File: config.mk
export PLATFORM = sky130hd
export DESIGN_NAME = sha1_stream_hasher_unit
export DESIGN_NICKNAME = d
export VERILOG_FILES = /design/src/sv/sha1s_pkg.sv /design/src/sv/sha1s_queue.sv /design/src/sv/sha1s_front.sv /design/src/sv/sha1s_back.sv /design/src/sv/sha1_stream_hasher_unit.sv
export SDC_FILE = /design/constraint.sdc
export NUM_CORES = 2
export LEC_CHECK = 0
export ABC_AREA = 1
export BUFFER_PORTS_ARGS = -buffer_cell sky130_fd_sc_hd__buf_2
export CORE_ASPECT_RATIO = 0.75
export CORE_UTILIZATION = 50
export CTS_BUF_LIST = sky130_fd_sc_hd__clkbuf_16
export DETAILED_ROUTE_END_ITERATION = 10
export HOLD_SLACK_MARGIN = 0.03
export PLACE_DENSITY = 0.66
export RECOVER_POWER = 50
export SYNTH_ARGS = -nofsm -noshare
export SYNTH_HDL_FRONTEND = slang
export SYNTH_HIERARCHICAL = 1
export SYNTH_SLANG_ARGS = --single-unit
File: constraint.sdc
create_clock -name clk -period 12.2 [get_ports clk]
set_input_delay 0 -clock clk [delete_from_list [all_inputs] [get_ports clk]]
set_output_delay 0 -clock clk [all_outputs]
set_load 0.01 [all_outputs]
File: src/sv/sha1s_pkg.sv
// ----------------------------------------------------------------------------
// sha1s_pkg
// Shared types and constants for the SHA-1 stream hasher.
// ----------------------------------------------------------------------------
package sha1s_pkg;

  localparam logic [31:0] H_INIT0 = 32'h67452301;
  localparam logic [31:0] H_INIT1 = 32'hEFCDAB89;
  localparam logic [31:0] H_INIT2 = 32'h98BADCFE;
  localparam logic [31:0] H_INIT3 = 32'h10325476;
  localparam logic [31:0] H_INIT4 = 32'hC3D2E1F0;

  localparam logic [31:0] K_ROUND0 = 32'h5A827999;
  localparam logic [31:0] K_ROUND1 = 32'h6ED9EBA1;
  localparam logic [31:0] K_ROUND2 = 32'h8F1BBCDC;
  localparam logic [31:0] K_ROUND3 = 32'hCA62C1D6;

  // round counter boundaries
  localparam logic [6:0] RND_LOAD_END = 7'd16;
  localparam logic [6:0] RND_GRP1     = 7'd20;
  localparam logic [6:0] RND_GRP2     = 7'd40;
  localparam logic [6:0] RND_GRP3     = 7'd60;
  localparam logic [6:0] RND_LAST     = 7'd79;

  // word slots of the length field inside a block
  localparam logic [3:0] WIDX_LEN_HI = 4'd14;
  localparam logic [3:0] WIDX_LEN_LO = 4'd15;

  // one 32-bit block word handed from the front to the back
  typedef struct packed {
    logic [31:0] word;
    logic        msg_end;
  } sha1s_qitem_t;

  typedef enum logic {
    F_DATA,
    F_PAD
  } sha1s_front_state_t;

  typedef enum logic {
    B_ROUND,
    B_FINAL
  } sha1s_back_state_t;

endpackage

File: src/sv/sha1s_queue.sv
// ----------------------------------------------------------------------------
// sha1s_queue
// Short word queue between the padding front and the compression back.
// ----------------------------------------------------------------------------
module sha1s_queue #(
  parameter int DEPTH = 4
) (
  input  logic                    clk,
  input  logic                    rst,
  input  logic                    push,
  input  sha1s_pkg::sha1s_qitem_t push_item,
  output logic                    full,
  input  logic                    pop,
  output sha1s_pkg::sha1s_qitem_t head_item,
  output logic                    not_empty
);
  import sha1s_pkg::*;

  localparam int AW = (DEPTH > 1) ? $clog2(DEPTH) : 1;
  localparam int CW = $clog2(DEPTH + 1);
  localparam logic [AW-1:0] PTR_LAST = AW'(DEPTH - 1);
  localparam logic [AW-1:0] PTR_ONE  = AW'(1);
  localparam logic [CW-1:0] CNT_FULL = CW'(DEPTH);
  localparam logic [CW-1:0] CNT_ONE  = CW'(1);

  sha1s_qitem_t  slots [DEPTH];
  logic [AW-1:0] wptr;
  logic [AW-1:0] rptr;
  logic [CW-1:0] count;

  logic do_push;
  logic do_pop;

  assign full      = (count == CNT_FULL);
  assign not_empty = (count != '0);
  assign do_push   = push && !full;
  assign do_pop    = pop && not_empty;
  assign head_item = slots[rptr];

  always_ff @(posedge clk) begin
    if (rst) begin
      wptr  <= '0;
      rptr  <= '0;
      count <= '0;
    end else begin
      if (do_push) begin
        wptr <= (wptr == PTR_LAST) ? '0 : wptr + PTR_ONE;
      end
      if (do_pop) begin
        rptr <= (rptr == PTR_LAST) ? '0 : rptr + PTR_ONE;
      end
      case ({do_push, do_pop})
        2'b10:   count <= count + CNT_ONE;
        2'b01:   count <= count - CNT_ONE;
        default: count <= count;
      endcase
    end
  end

  always_ff @(posedge clk) begin
    if (do_push) begin
      slots[wptr] <= push_item;
    end
  end

endmodule

File: src/sv/sha1s_front.sv
// ----------------------------------------------------------------------------
// sha1s_front
// Packs message bytes into big-endian words and appends the SHA-1 padding.
// ----------------------------------------------------------------------------
module sha1s_front (
  input  logic                    clk,
  input  logic                    rst,
  input  logic                    data_valid,
  output logic                    data_ready,
  input  logic [7:0]              data_byte,
  input  logic                    last,
  output logic                    push,
  output sha1s_pkg::sha1s_qitem_t push_item,
  input  logic                    q_full
);
  import sha1s_pkg::*;

  sha1s_front_state_t state, state_next;
  logic [23:0] cur, cur_next;
  logic [1:0]  pos, pos_next;
  logic [3:0]  widx, widx_next;
  logic [60:0] total, total_next;
  logic [60:0] len, len_next;
  logic        need80, need80_next;
  logic        len_ok, len_ok_next;
  logic        accept;

  always_ff @(posedge clk) begin
    if (rst) begin
      state  <= F_DATA;
      pos    <= '0;
      widx   <= '0;
      total  <= '0;
      need80 <= 1'b0;
      len_ok <= 1'b0;
    end else begin
      state  <= state_next;
      pos    <= pos_next;
      widx   <= widx_next;
      total  <= total_next;
      need80 <= need80_next;
      len_ok <= len_ok_next;
    end
  end

  always_ff @(posedge clk) begin
    cur <= cur_next;
    len <= len_next;
  end

  assign accept = data_valid && data_ready;

  always_comb begin
    state_next  = state;
    cur_next    = cur;
    pos_next    = pos;
    widx_next   = widx;
    total_next  = total;
    len_next    = len;
    need80_next = need80;
    len_ok_next = len_ok;
    data_ready  = 1'b0;
    push        = 1'b0;
    push_item   = '{word: 32'h0, msg_end: 1'b0};
    unique case (state)
      F_DATA: begin
        data_ready = !q_full;
        if (accept) begin
          total_next = total + 61'd1;
          if (last) begin
            push      = 1'b1;
            widx_next = widx + 4'd1;
            pos_next  = '0;
            len_next  = total + 61'd1;
            state_next = F_PAD;
            need80_next = (pos == 2'd3);
            // the 0x80 marker in word 14 leaves no room for the length
            len_ok_next = (widx != WIDX_LEN_HI);
            case (pos)
              2'd0:    push_item.word = {data_byte, 24'h800000};
              2'd1:    push_item.word = {cur[7:0], data_byte, 16'h8000};
              2'd2:    push_item.word = {cur[15:0], data_byte, 8'h80};
              default: push_item.word = {cur, data_byte};
            endcase
          end else if (pos == 2'd3) begin
            push           = 1'b1;
            push_item.word = {cur, data_byte};
            widx_next      = widx + 4'd1;
            pos_next       = '0;
          end else begin
            cur_next = {cur[15:0], data_byte};
            pos_next = pos + 2'd1;
          end
        end
      end
      F_PAD: begin
        if (!q_full) begin
          push      = 1'b1;
          widx_next = widx + 4'd1;
          if (need80) begin
            push_item.word = 32'h80000000;
            need80_next    = 1'b0;
            len_ok_next    = (widx != WIDX_LEN_HI);
          end else if (len_ok && widx == WIDX_LEN_HI) begin
            push_item.word = len[60:29];
          end else if (len_ok && widx == WIDX_LEN_LO) begin
            push_item.word    = {len[28:0], 3'b000};
            push_item.msg_end = 1'b1;
            total_next        = '0;
            state_next        = F_DATA;
          end else begin
            // zero fill; a fresh block always has room for the length
            if (widx == WIDX_LEN_LO) begin
              len_ok_next = 1'b1;
            end
          end
        end
      end
      default: begin
        state_next = F_DATA;
      end
    endcase
  end

endmodule

File: src/sv/sha1s_back.sv
// ----------------------------------------------------------------------------
// sha1s_back
// Runs 80 SHA-1 rounds per block, one per cycle unless starved; holds digest.
// ----------------------------------------------------------------------------
module sha1s_back (
  input  logic                    clk,
  input  logic                    rst,
  input  sha1s_pkg::sha1s_qitem_t head_item,
  input  logic                    q_not_empty,
  output logic                    pop,
  output logic                    digest_valid,
  input  logic                    digest_ready,
  output logic [31:0]             digest_word0,
  output logic [31:0]             digest_word1,
  output logic [31:0]             digest_word2,
  output logic [31:0]             digest_word3,
  output logic [31:0]             digest_word4
);
  import sha1s_pkg::*;

  sha1s_back_state_t state, state_next;
  logic [6:0]  rnd;
  logic        msg_end;
  logic [31:0] h0, h1, h2, h3, h4;
  logic [31:0] a, b, c, d, e;
  logic [31:0] win [16];

  logic        step;
  logic        finish;
  logic [31:0] w_mix, w_new, w, f, k, tmp;
  logic [31:0] s0, s1, s2, s3, s4;

  assign w_mix = win[13] ^ win[8] ^ win[2] ^ win[0];
  assign w_new = {w_mix[30:0], w_mix[31]};
  assign w     = (rnd < RND_LOAD_END) ? head_item.word : w_new;

  always_comb begin
    if (rnd < RND_GRP1) begin
      f = (b & c) | (~b & d);
      k = K_ROUND0;
    end else if (rnd < RND_GRP2) begin
      f = b ^ c ^ d;
      k = K_ROUND1;
    end else if (rnd < RND_GRP3) begin
      f = (b & c) | (b & d) | (c & d);
      k = K_ROUND2;
    end else begin
      f = b ^ c ^ d;
      k = K_ROUND3;
    end
  end

  assign tmp = {a[26:0], a[31:27]} + f + e + k + w;

  assign s0 = h0 + a;
  assign s1 = h1 + b;
  assign s2 = h2 + c;
  assign s3 = h3 + d;
  assign s4 = h4 + e;

  always_comb begin
    state_next = state;
    step       = 1'b0;
    pop        = 1'b0;
    finish     = 1'b0;
    unique case (state)
      B_ROUND: begin
        if (rnd < RND_LOAD_END) begin
          step = q_not_empty;
          pop  = q_not_empty;
        end else begin
          step = 1'b1;
        end
        if (step && rnd == RND_LAST) begin
          state_next = B_FINAL;
        end
      end
      B_FINAL: begin
        // on a final block, hold while a previous digest still waits to be taken
        finish = !msg_end || !digest_valid || digest_ready;
        if (finish) begin
          state_next = B_ROUND;
        end
      end
      default: begin
        state_next = B_ROUND;
      end
    endcase
  end

  always_ff @(posedge clk) begin
    if (rst) begin
      state        <= B_ROUND;
      rnd          <= '0;
      msg_end      <= 1'b0;
      digest_valid <= 1'b0;
      h0 <= H_INIT0; h1 <= H_INIT1; h2 <= H_INIT2; h3 <= H_INIT3; h4 <= H_INIT4;
      a  <= H_INIT0; b  <= H_INIT1; c  <= H_INIT2; d  <= H_INIT3; e  <= H_INIT4;
    end else begin
      state <= state_next;
      if (finish && msg_end) begin
        digest_valid <= 1'b1;
      end else if (digest_valid && digest_ready) begin
        digest_valid <= 1'b0;
      end
      if (step) begin
        a   <= tmp;
        b   <= a;
        c   <= {b[1:0], b[31:2]};
        d   <= c;
        e   <= d;
        rnd <= rnd + 7'd1;
        if (pop) begin
          msg_end <= head_item.msg_end;
        end
      end
      if (finish) begin
        rnd <= '0;
        if (msg_end) begin
          h0 <= H_INIT0; h1 <= H_INIT1; h2 <= H_INIT2; h3 <= H_INIT3; h4 <= H_INIT4;
          a  <= H_INIT0; b  <= H_INIT1; c  <= H_INIT2; d  <= H_INIT3; e  <= H_INIT4;
        end else begin
          h0 <= s0; h1 <= s1; h2 <= s2; h3 <= s3; h4 <= s4;
          a  <= s0; b  <= s1; c  <= s2; d  <= s3; e  <= s4;
        end
      end
    end
  end

  // schedule window and digest payload carry no reset
  always_ff @(posedge clk) begin
    if (step) begin
      for (int i = 0; i < 15; i++) begin
        win[i] <= win[i+1];
      end
      win[15] <= w;
    end
    if (finish && msg_end) begin
      digest_word0 <= s0;
      digest_word1 <= s1;
      digest_word2 <= s2;
      digest_word3 <= s3;
      digest_word4 <= s4;
    end
  end

endmodule

File: src/sv/sha1_stream_hasher_unit.sv
// ----------------------------------------------------------------------------
// sha1_stream_hasher_unit
// SHA-1 digest of a byte stream, one byte per item, digest on the last byte.
// ----------------------------------------------------------------------------
// Usage:
//   Input channel (data_valid/data_ready): one message byte per item, first
//   byte first; last marks the final byte of a message. Every message holds
//   at least one byte.
//   Output channel (digest_valid/digest_ready): one item per message carrying
//   the five digest words, digest_word0 most significant.
// Flow: each 64-byte block runs the 80 rounds and then a fold, one block
//   word taken in each of rounds 0-15. The four-word queue lets the
//   byte-wide front run only 16 bytes ahead during rounds 16-79, so rounds
//   0-15 wait on the other 48 bytes.
// Completion: the front writes the padding words (up to one extra block);
//   digest_valid is registered at the final block's fold, which holds
//   while an earlier digest still waits.
// Reset: synchronous; restores the initial chaining words and clears all
//   counters and the queue. No clearing pass is needed.
// Stall: a waiting digest sits in the output register; the next message is
//   accepted and hashed meanwhile, and only the fold of the next final block
//   holds until the waiting digest is taken.
// ----------------------------------------------------------------------------
module sha1_stream_hasher_unit #(
  parameter int QUEUE_DEPTH = 4
) (
  input  logic        clk,
  input  logic        rst,
  input  logic        data_valid,
  output logic        data_ready,
  input  logic [7:0]  data_byte,
  input  logic        last,
  output logic        digest_valid,
  input  logic        digest_ready,
  output logic [31:0] digest_word0,
  output logic [31:0] digest_word1,
  output logic [31:0] digest_word2,
  output logic [31:0] digest_word3,
  output logic [31:0] digest_word4
);
  import sha1s_pkg::*;

  sha1s_qitem_t push_item;
  sha1s_qitem_t head_item;
  logic         push;
  logic         q_full;
  logic         pop;
  logic         q_not_empty;

  // pack bytes into words and append padding and length
  sha1s_front u_front (
    .clk        (clk),
    .rst        (rst),
    .data_valid (data_valid),
    .data_ready (data_ready),
    .data_byte  (data_byte),
    .last       (last),
    .push       (push),
    .push_item  (push_item),
    .q_full     (q_full)
  );

  // decouple the byte side from the round engine
  sha1s_queue #(
    .DEPTH (QUEUE_DEPTH)
  ) u_queue (
    .clk       (clk),
    .rst       (rst),
    .push      (push),
    .push_item (push_item),
    .full      (q_full),
    .pop       (pop),
    .head_item (head_item),
    .not_empty (q_not_empty)
  );

  // compress blocks and hold the digest for the receiver
  sha1s_back u_back (
    .clk          (clk),
    .rst          (rst),
    .head_item    (head_item),
    .q_not_empty  (q_not_empty),
    .pop          (pop),
    .digest_valid (digest_valid),
    .digest_ready (digest_ready),
    .digest_word0 (digest_word0),
    .digest_word1 (digest_word1),
    .digest_word2 (digest_word2),
    .digest_word3 (digest_word3),
    .digest_word4 (digest_word4)
  );

endmodule

# Word level (Yosys, flattened, before mapping)
# Memory sizes are Yosys's and may differ from the RTL's. A register that Yosys moved wholly into a read port is not among the register bits.
# Cells that the tools add are included.
[totals]
ff_bits = 652
ramBits = 644
output_inout_bits = 162
word_cells = 211
mem_count = 2
[classes]
addsub = 17
n_lt_le_gt_ge = 4
n_eq_ne = 22
mux = 92
bitwise = 17
n_reduce_logical = 27
[mem_list]
columns = ["memory", "depth", "width", "read_ports", "rd_ports_with_merged_regs", "write_ports", "line", "source"]
rows = [
  ["u_back.win", 16, 32, 16, 0, 16, "sha1s_back.sv:26", "logic [31:0] win [16];"],
  ["u_queue.slots", 4, 33, 1, 1, 1, "sha1s_queue.sv:26", "sha1s_qitem_t slots [DEPTH];"],
]
[ops]
columns = ["cell", "count"]
rows = [
  ["32-bit 2-to-1 mux", 26],
  ["61-bit 2-to-1 mux", 5],
  ["32-bit adder", 9],
  ["32-bit bitwise XOR", 5],
  ["32-bit bitwise AND", 4],
  ["61-bit case mux with 2 select lines", 1],
  ["32-bit OR", 3],
  ["32-bit case mux with 3 select lines", 1],
  ["33-bit 2-to-1 mux", 2],
  ["32-bit case mux with 2 select lines", 1],
  ["61-bit by 1-bit adder with 61-bit output, second input constant", 1],
  ["1-bit 2-to-1 mux", 38],
  ["32-bit NOT", 1],
  ["31-bit 2-to-1 mux", 1],
  ["4-bit 2-to-1 mux", 4],
  ["7-bit by 5-bit < comparator with 1-bit output, second input constant", 2],
  ["7-bit by 6-bit < comparator with 1-bit output, second input constant", 2],
  ["2-bit 2-to-1 mux", 6],
  ["2-bit == test, second input constant", 5],
  ["2-bit != test, second input constant", 5],
  ["1-bit case mux with 2 select lines", 5],
  ["3-bit != test, second input constant", 3],
  ["3-bit AND reduction", 3],
  ["4-bit == test, second input constant", 2],
  ["25 further kinds", 44],
]

# Longest topological paths before layout
[depth]
word_depth = 12
depth_mapped = 29
mapped_depth_nobuf = 29

# Cells and area by module
# The synthesis kept the hierarchy.
[by_module_without_submodules]
columns = ["mod", "instances", "cells_per_inst", "area_each_um2", "seq_area_each_um2"]
rows = [
  ["sha1s_back", 1, 4942, 49372.4, 26785.7],
  ["sha1s_front", 1, 1035, 8049.0, 3953.8],
  ["sha1s_queue", 1, 388, 5408.9, 4144.0],
]

# Worst setup path after synthesis
# OpenSTA, ideal clock, no wires.
[synth_path]
kind = "reg-to-reg"
startpoint = "register u_queue.count[0]"
endpoint = "register u_back.b[31]"
setup_ns = 0.079
t_arrival_ns = 5.032
required_time_ns = 12.121
setup_slack_ns = 7.089
path_stages_with_launch = 11
period_less_slack_ns = 5.111
path_cell_list = "dfxtp_1 -> inv_1 -> nand3_1 -> inv_1 -> nand2_1 -> nand2_2 -> inv_2 -> buf_2 -> buf_4 -> a22oi_1 -> nand3_1"
[synth_via]
elab_chain_cells = 5
[synth_rtl]
columns = ["element", "line", "source"]
rows = [
  ["start: declaration", "sha1s_queue.sv:29", "logic [CW-1:0] count;"],
  ["start signal: assignment", "sha1s_queue.sv:53", "2'b10: count <= count + CNT_ONE;"],
  ["start signal: assignment", "sha1s_queue.sv:54", "2'b01: count <= count - CNT_ONE;"],
  ["start signal: assignment", "sha1s_queue.sv:55", "default: count <= count;"],
  ["3-bit nonzero test", "sha1s_queue.sv:35", "assign not_empty = (count != '0);"],
  ["named net q_not_empty", "sha1_stream_hasher_unit.sv:48", "logic q_not_empty;"],
  ["1-bit 2-to-1 mux", "sha1s_back.sv:68", "if (rnd < RND_LOAD_END) begin"],
  ["1-bit 2-to-1 mux (2 in a row)", "sha1s_back.sv:66", "unique case (state)"],
  ["named net u_back.step", "sha1s_back.sv:28", "logic step;"],
  ["2-bit nonzero test (no source line)", "-", ""],
  ["end signal: assignment", "sha1s_back.sv:98", "a <= H_INIT0; b <= H_INIT1; c <= H_INIT2; d <= H_INIT3; e <= H_INIT4;"],
  ["end signal: assignment", "sha1s_back.sv:108", "b <= a;"],
  ["end signal: assignment", "sha1s_back.sv:121", "a <= H_INIT0; b <= H_INIT1; c <= H_INIT2; d <= H_INIT3; e <= H_INIT4;"],
  ["end: declaration", "sha1s_back.sv:25", "logic [31:0] a, b, c, d, e;"],
]
# The timed path passes the listed nets, and every way through them passes these cells. The select of a mux whose other input is x is not followed.
# A chain may end at the register's enable or synchronous reset.

# Final worst setup path
[layout_path]
startpoint = "register u_back.rnd[4]"
endpoint = "register u_back.state"
[layout_via]
elab_chain_cells = 6
[layout_rtl]
columns = ["element", "line", "source"]
rows = [
  ["start: declaration", "sha1s_back.sv:22", "logic [6:0] rnd;"],
  ["start signal: assignment", "sha1s_back.sv:112", "rnd <= rnd + 7'd1;"],
  ["7-bit by 5-bit < comparator with 1-bit output", "sha1s_back.sv:68", ""],
  ["1-bit 2-to-1 mux", "sha1s_back.sv:68", ""],
  ["1-bit 2-to-1 mux", "sha1s_back.sv:66", ""],
  ["1-bit logical AND *", "sha1s_back.sv:74", "if (step && rnd == RND_LAST) begin"],
  ["1-bit 2-to-1 mux *", "sha1s_back.sv:74", ""],
  ["1-bit case mux with 2 select lines *", "sha1s_back.sv:66", ""],
  ["end signal: assignment", "sha1s_back.sv:100", "state <= state_next;"],
  ["end: declaration", "sha1s_back.sv:21", "sha1s_back_state_t state, state_next;"],
]
# Mark *: on every way between the ends. The rest lies on a longest branch, timed or not. The select of a mux whose other input is x is not followed.

==> flow_summary_export.csv <==
group,metric,value,unit
routing,highest_layer,"met5",
timing,whs,0.253,ns
clock_network,clockRootBuffer,"clkbuf_16",
clock_network,cts_hold_buf,21,
floorplanning,die_w,411,um
synth,ys_seq_area_share,55.5,%
synth,yosysTopAreaCell,"edfxtp_1",
critical_path,crit_chain,"inv_1, nand2_1, clkbuf_1, inv_1, nand2_1, nand2_2, clkbuf_1, inv_8, buf_12, nand2_1, nor3_1, nand3_1, a21oi_1, dlygate4sd3_1",
timing,slew_headroom,-172,%
synth,synth_flop_cell,"edfxtp_1",
final_layout,nFillCells,11000,
routing,wl_met2,74500,um
synth,synth_top_area_share,42.5,%
synth,synth.most_common_cell,"nand2_1",
clock_network,clk_pin_slew,0.07,ns
routing,drt_iter0_drc,6404,
floorplanning,start_util,50.4,%
critical_path,cp_max_fo,176,
synth,ys_warn_count,6,
critical_path,crit_required,12.92,ns
floorplanning,num_rows,112,
floorplanning,die_h,309,um
clock_network,cts_sinks,1298,
clock_network,post_cts_resized,0,
floorplanning,fp.dieArea,127000,um^2
global_routing,overflow,0,
routing,detail-route-antenna-nets,0,
timing,fin_tns_setup,0,ns
synth,synth.avg_cell_area,9.87,um^2
timing,rsz0062_at_grt,"no",
critical_path,r2r_setup_slack,4.15,ns
min_path,min_delay_path_depth,5,
synth,synthTopCellsByCount,"1401 x nand2_1, 889 x edfxtp_1, 711 x inv_1, 434 x nor2_1, 409 x dfxtp_1",
routing,wl_met1,90900,um
timing,max_freq,124,MHz
clock_network,cts_tree,"yes",
final_layout,nets,6906,
min_path,hp-class,"input pin to flop",
critical_path,worstSetupPathType,"flop to flop",
critical_path,rr_startpoint,"u_back/rnd[4]",
run,maxCapViolCount,9,
outcome,violations,"max-capacitance violations, max-slew violations",
clock_network,cts_buffer_depth,3,
final_layout,drive_above_1_share,4.80,%
routing,met3_wirelength,25500,um
timing,setup_viol,0,
final_layout,syn_to_final_growth,10.3,%
min_path,min_from,"last",
critical_path,cp-start-kind,"flop",
routing,wl_per_cell,23.5,um
clock_network,htree_levels,3,
timing,finalCritPeriodShare,66.0,%
routing,drt-vias-per-instance,5.77,
synth,synth-edff-count,889,
synth,synth_cell_types,65,
timing,finClkSkew,0.0308,ns
synth,syn-cell-area,62800,um^2
timing,hold_violations,0,
critical_path,cp-end-kind,"flop",
global_routing,grt_start_max_net_pins,177,
clock_network,cts_buffers,121,
critical_path,slowest_stage,"clkbuf_1",
routing,vias,48000,
critical_path,cp.arrival,8.77,ns
critical_path,slowest_delay,2.35,ns
timing,finalMaxSlewViolations,484,
routing,drc,0,
outcome,status,"finished, violations left",
final_layout,instances_no_fill,8325,
clock_network,post_cts_buffers,0,
placed_design,place_congestion,1.01,
global_routing,grt_use_total,30.5,%
floorplanning,ios,175,
synth,syn_nets,6711,
synth,netlist_top_cells_area,"edfxtp_1 42%, dfxtp_1 13%, nand2_1 8.4%, inv_1 4.2%, ha_1 4.1%",
global_routing,antenna_found_initial,9,
clock_network,clk_latency,0.78,ns
placed_design,portBuffers,174,
timing,max_slew.worst_pin.slew,4.08,ns
floorplanning,core,125000,um^2
critical_path,ff2ff_path_depth,14,
placed_design,dp.cells,8069,
min_path,hold_end,"u_front/len_ok",
routing,firstDrtPassIters,7,
global_routing,grt_pass1_wl,286000,um
routing,drt_wl_total,196000,um
critical_path,path_common_cell,"nand2_1",
critical_path,rr_endpoint,"u_back/state",
placed_design,dpl.hpwl,144000,um
synth,syn-instance-count,6365,
synth,ys_ff_latch,1298,
timing,fin_crit,8.05,ns
global_routing,grt_pass1_vias,43900,
synth,async_flop_share,0,%
==> logic make-up after synthesis <==
group           after synthesis  share of synthesized area, %
simple gates               2438                          16.5
flops                      1298                          55.5
compound gates             1174                          10.9
buf+inv                     899                          5.71
fa+ha+maj                   333                          8.14
xor+xnor                    223                          3.18
==> flip-flops by register name, summed over array words and instances (netlist names), 61 cells and up, named ones only <==
name and cells:
u_queue/slots 132, u_back/win 512, u_front/total 61, u_front/len 61
==> cells in the final DEF (no fill, tap or decap), types with 126 or more instances in the layout <==
cell type,count
a21oi_1,390
clkbuf_1,181
clkbuf_16,126
dfxtp_1,408
edfxtp_1,889
fa_1,126
ha_1,207
inv_1,738
nand2_1,1413
nand3_1,357
nor2_1,437
o21ai_0,430
==> per-stage QoR <==
stage / utilization, % / setup slack [ns] / instance area (um^2)
2_1_floorplan: - / 7.09 / 62800
3_3_place_gp: 52.5 / 6.20 / 65400
3_5_place_dp: 52.5 / 6.14 / 65400
4_1_cts: 56.0 / 6.10 / 69800
5_1_grt: 55.6 / 3.55 / 69300
6_report: 55.6 / 4.15 / 69300
==> worst max-delay path, delay by kind of cell (launching register included) <==
family	cells	cell delay, ns
DFF	1	0.41
and+or+nand+nor	6	1.10
buffers and inverters	7	6.24
AOI/OAI and AO/OA	1	0.16
==> per-layer routing <==
| layer | global-route usage, % | vias to the layer above |
|---|---|---|
| li1 | - | 22100 |
| met2 | 39.1 | 2458 |
| met1 | 48.4 | 23200 |
| met4 | 7.50 | 2 |
| met5 | 1.50 | - |
| met3 | 9.61 | 301 |
==> area by class of cell <==
cell class | instances | area (um^2) | area share (%)
timing repair buffer | 248 | 1260 | 1.83
antenna | 4 | 10.0 | 0.0144
clock inverter | 105 | 1070 | 1.54
clock buffer | 126 | 3150 | 4.55
multi-input combinational | 4168 | 24100 | 34.8
tap | 1653 | 2070 | 2.99
sequential | 1298 | 34900 | 50.4
inverter | 723 | 2730 | 3.94
==> worst max-delay path by stage <==
stage          slack [ns]           end              from
3_5_place_dp         6.14  u_back/a[29]              flop
3_3_place_gp         6.20  u_back/a[29]              flop
4_1_cts              6.10  u_back/a[29]              flop
2_1_floorplan        7.09  u_back/b[31]  u_queue/count[0]
6_report             4.15  u_back/state     u_back/rnd[4]
5_1_grt              3.55  u_back/state     u_back/rnd[4]
Power is not shown: default switching activity piles up to over one toggle a cycle in this logic, so the estimate is an artifact.
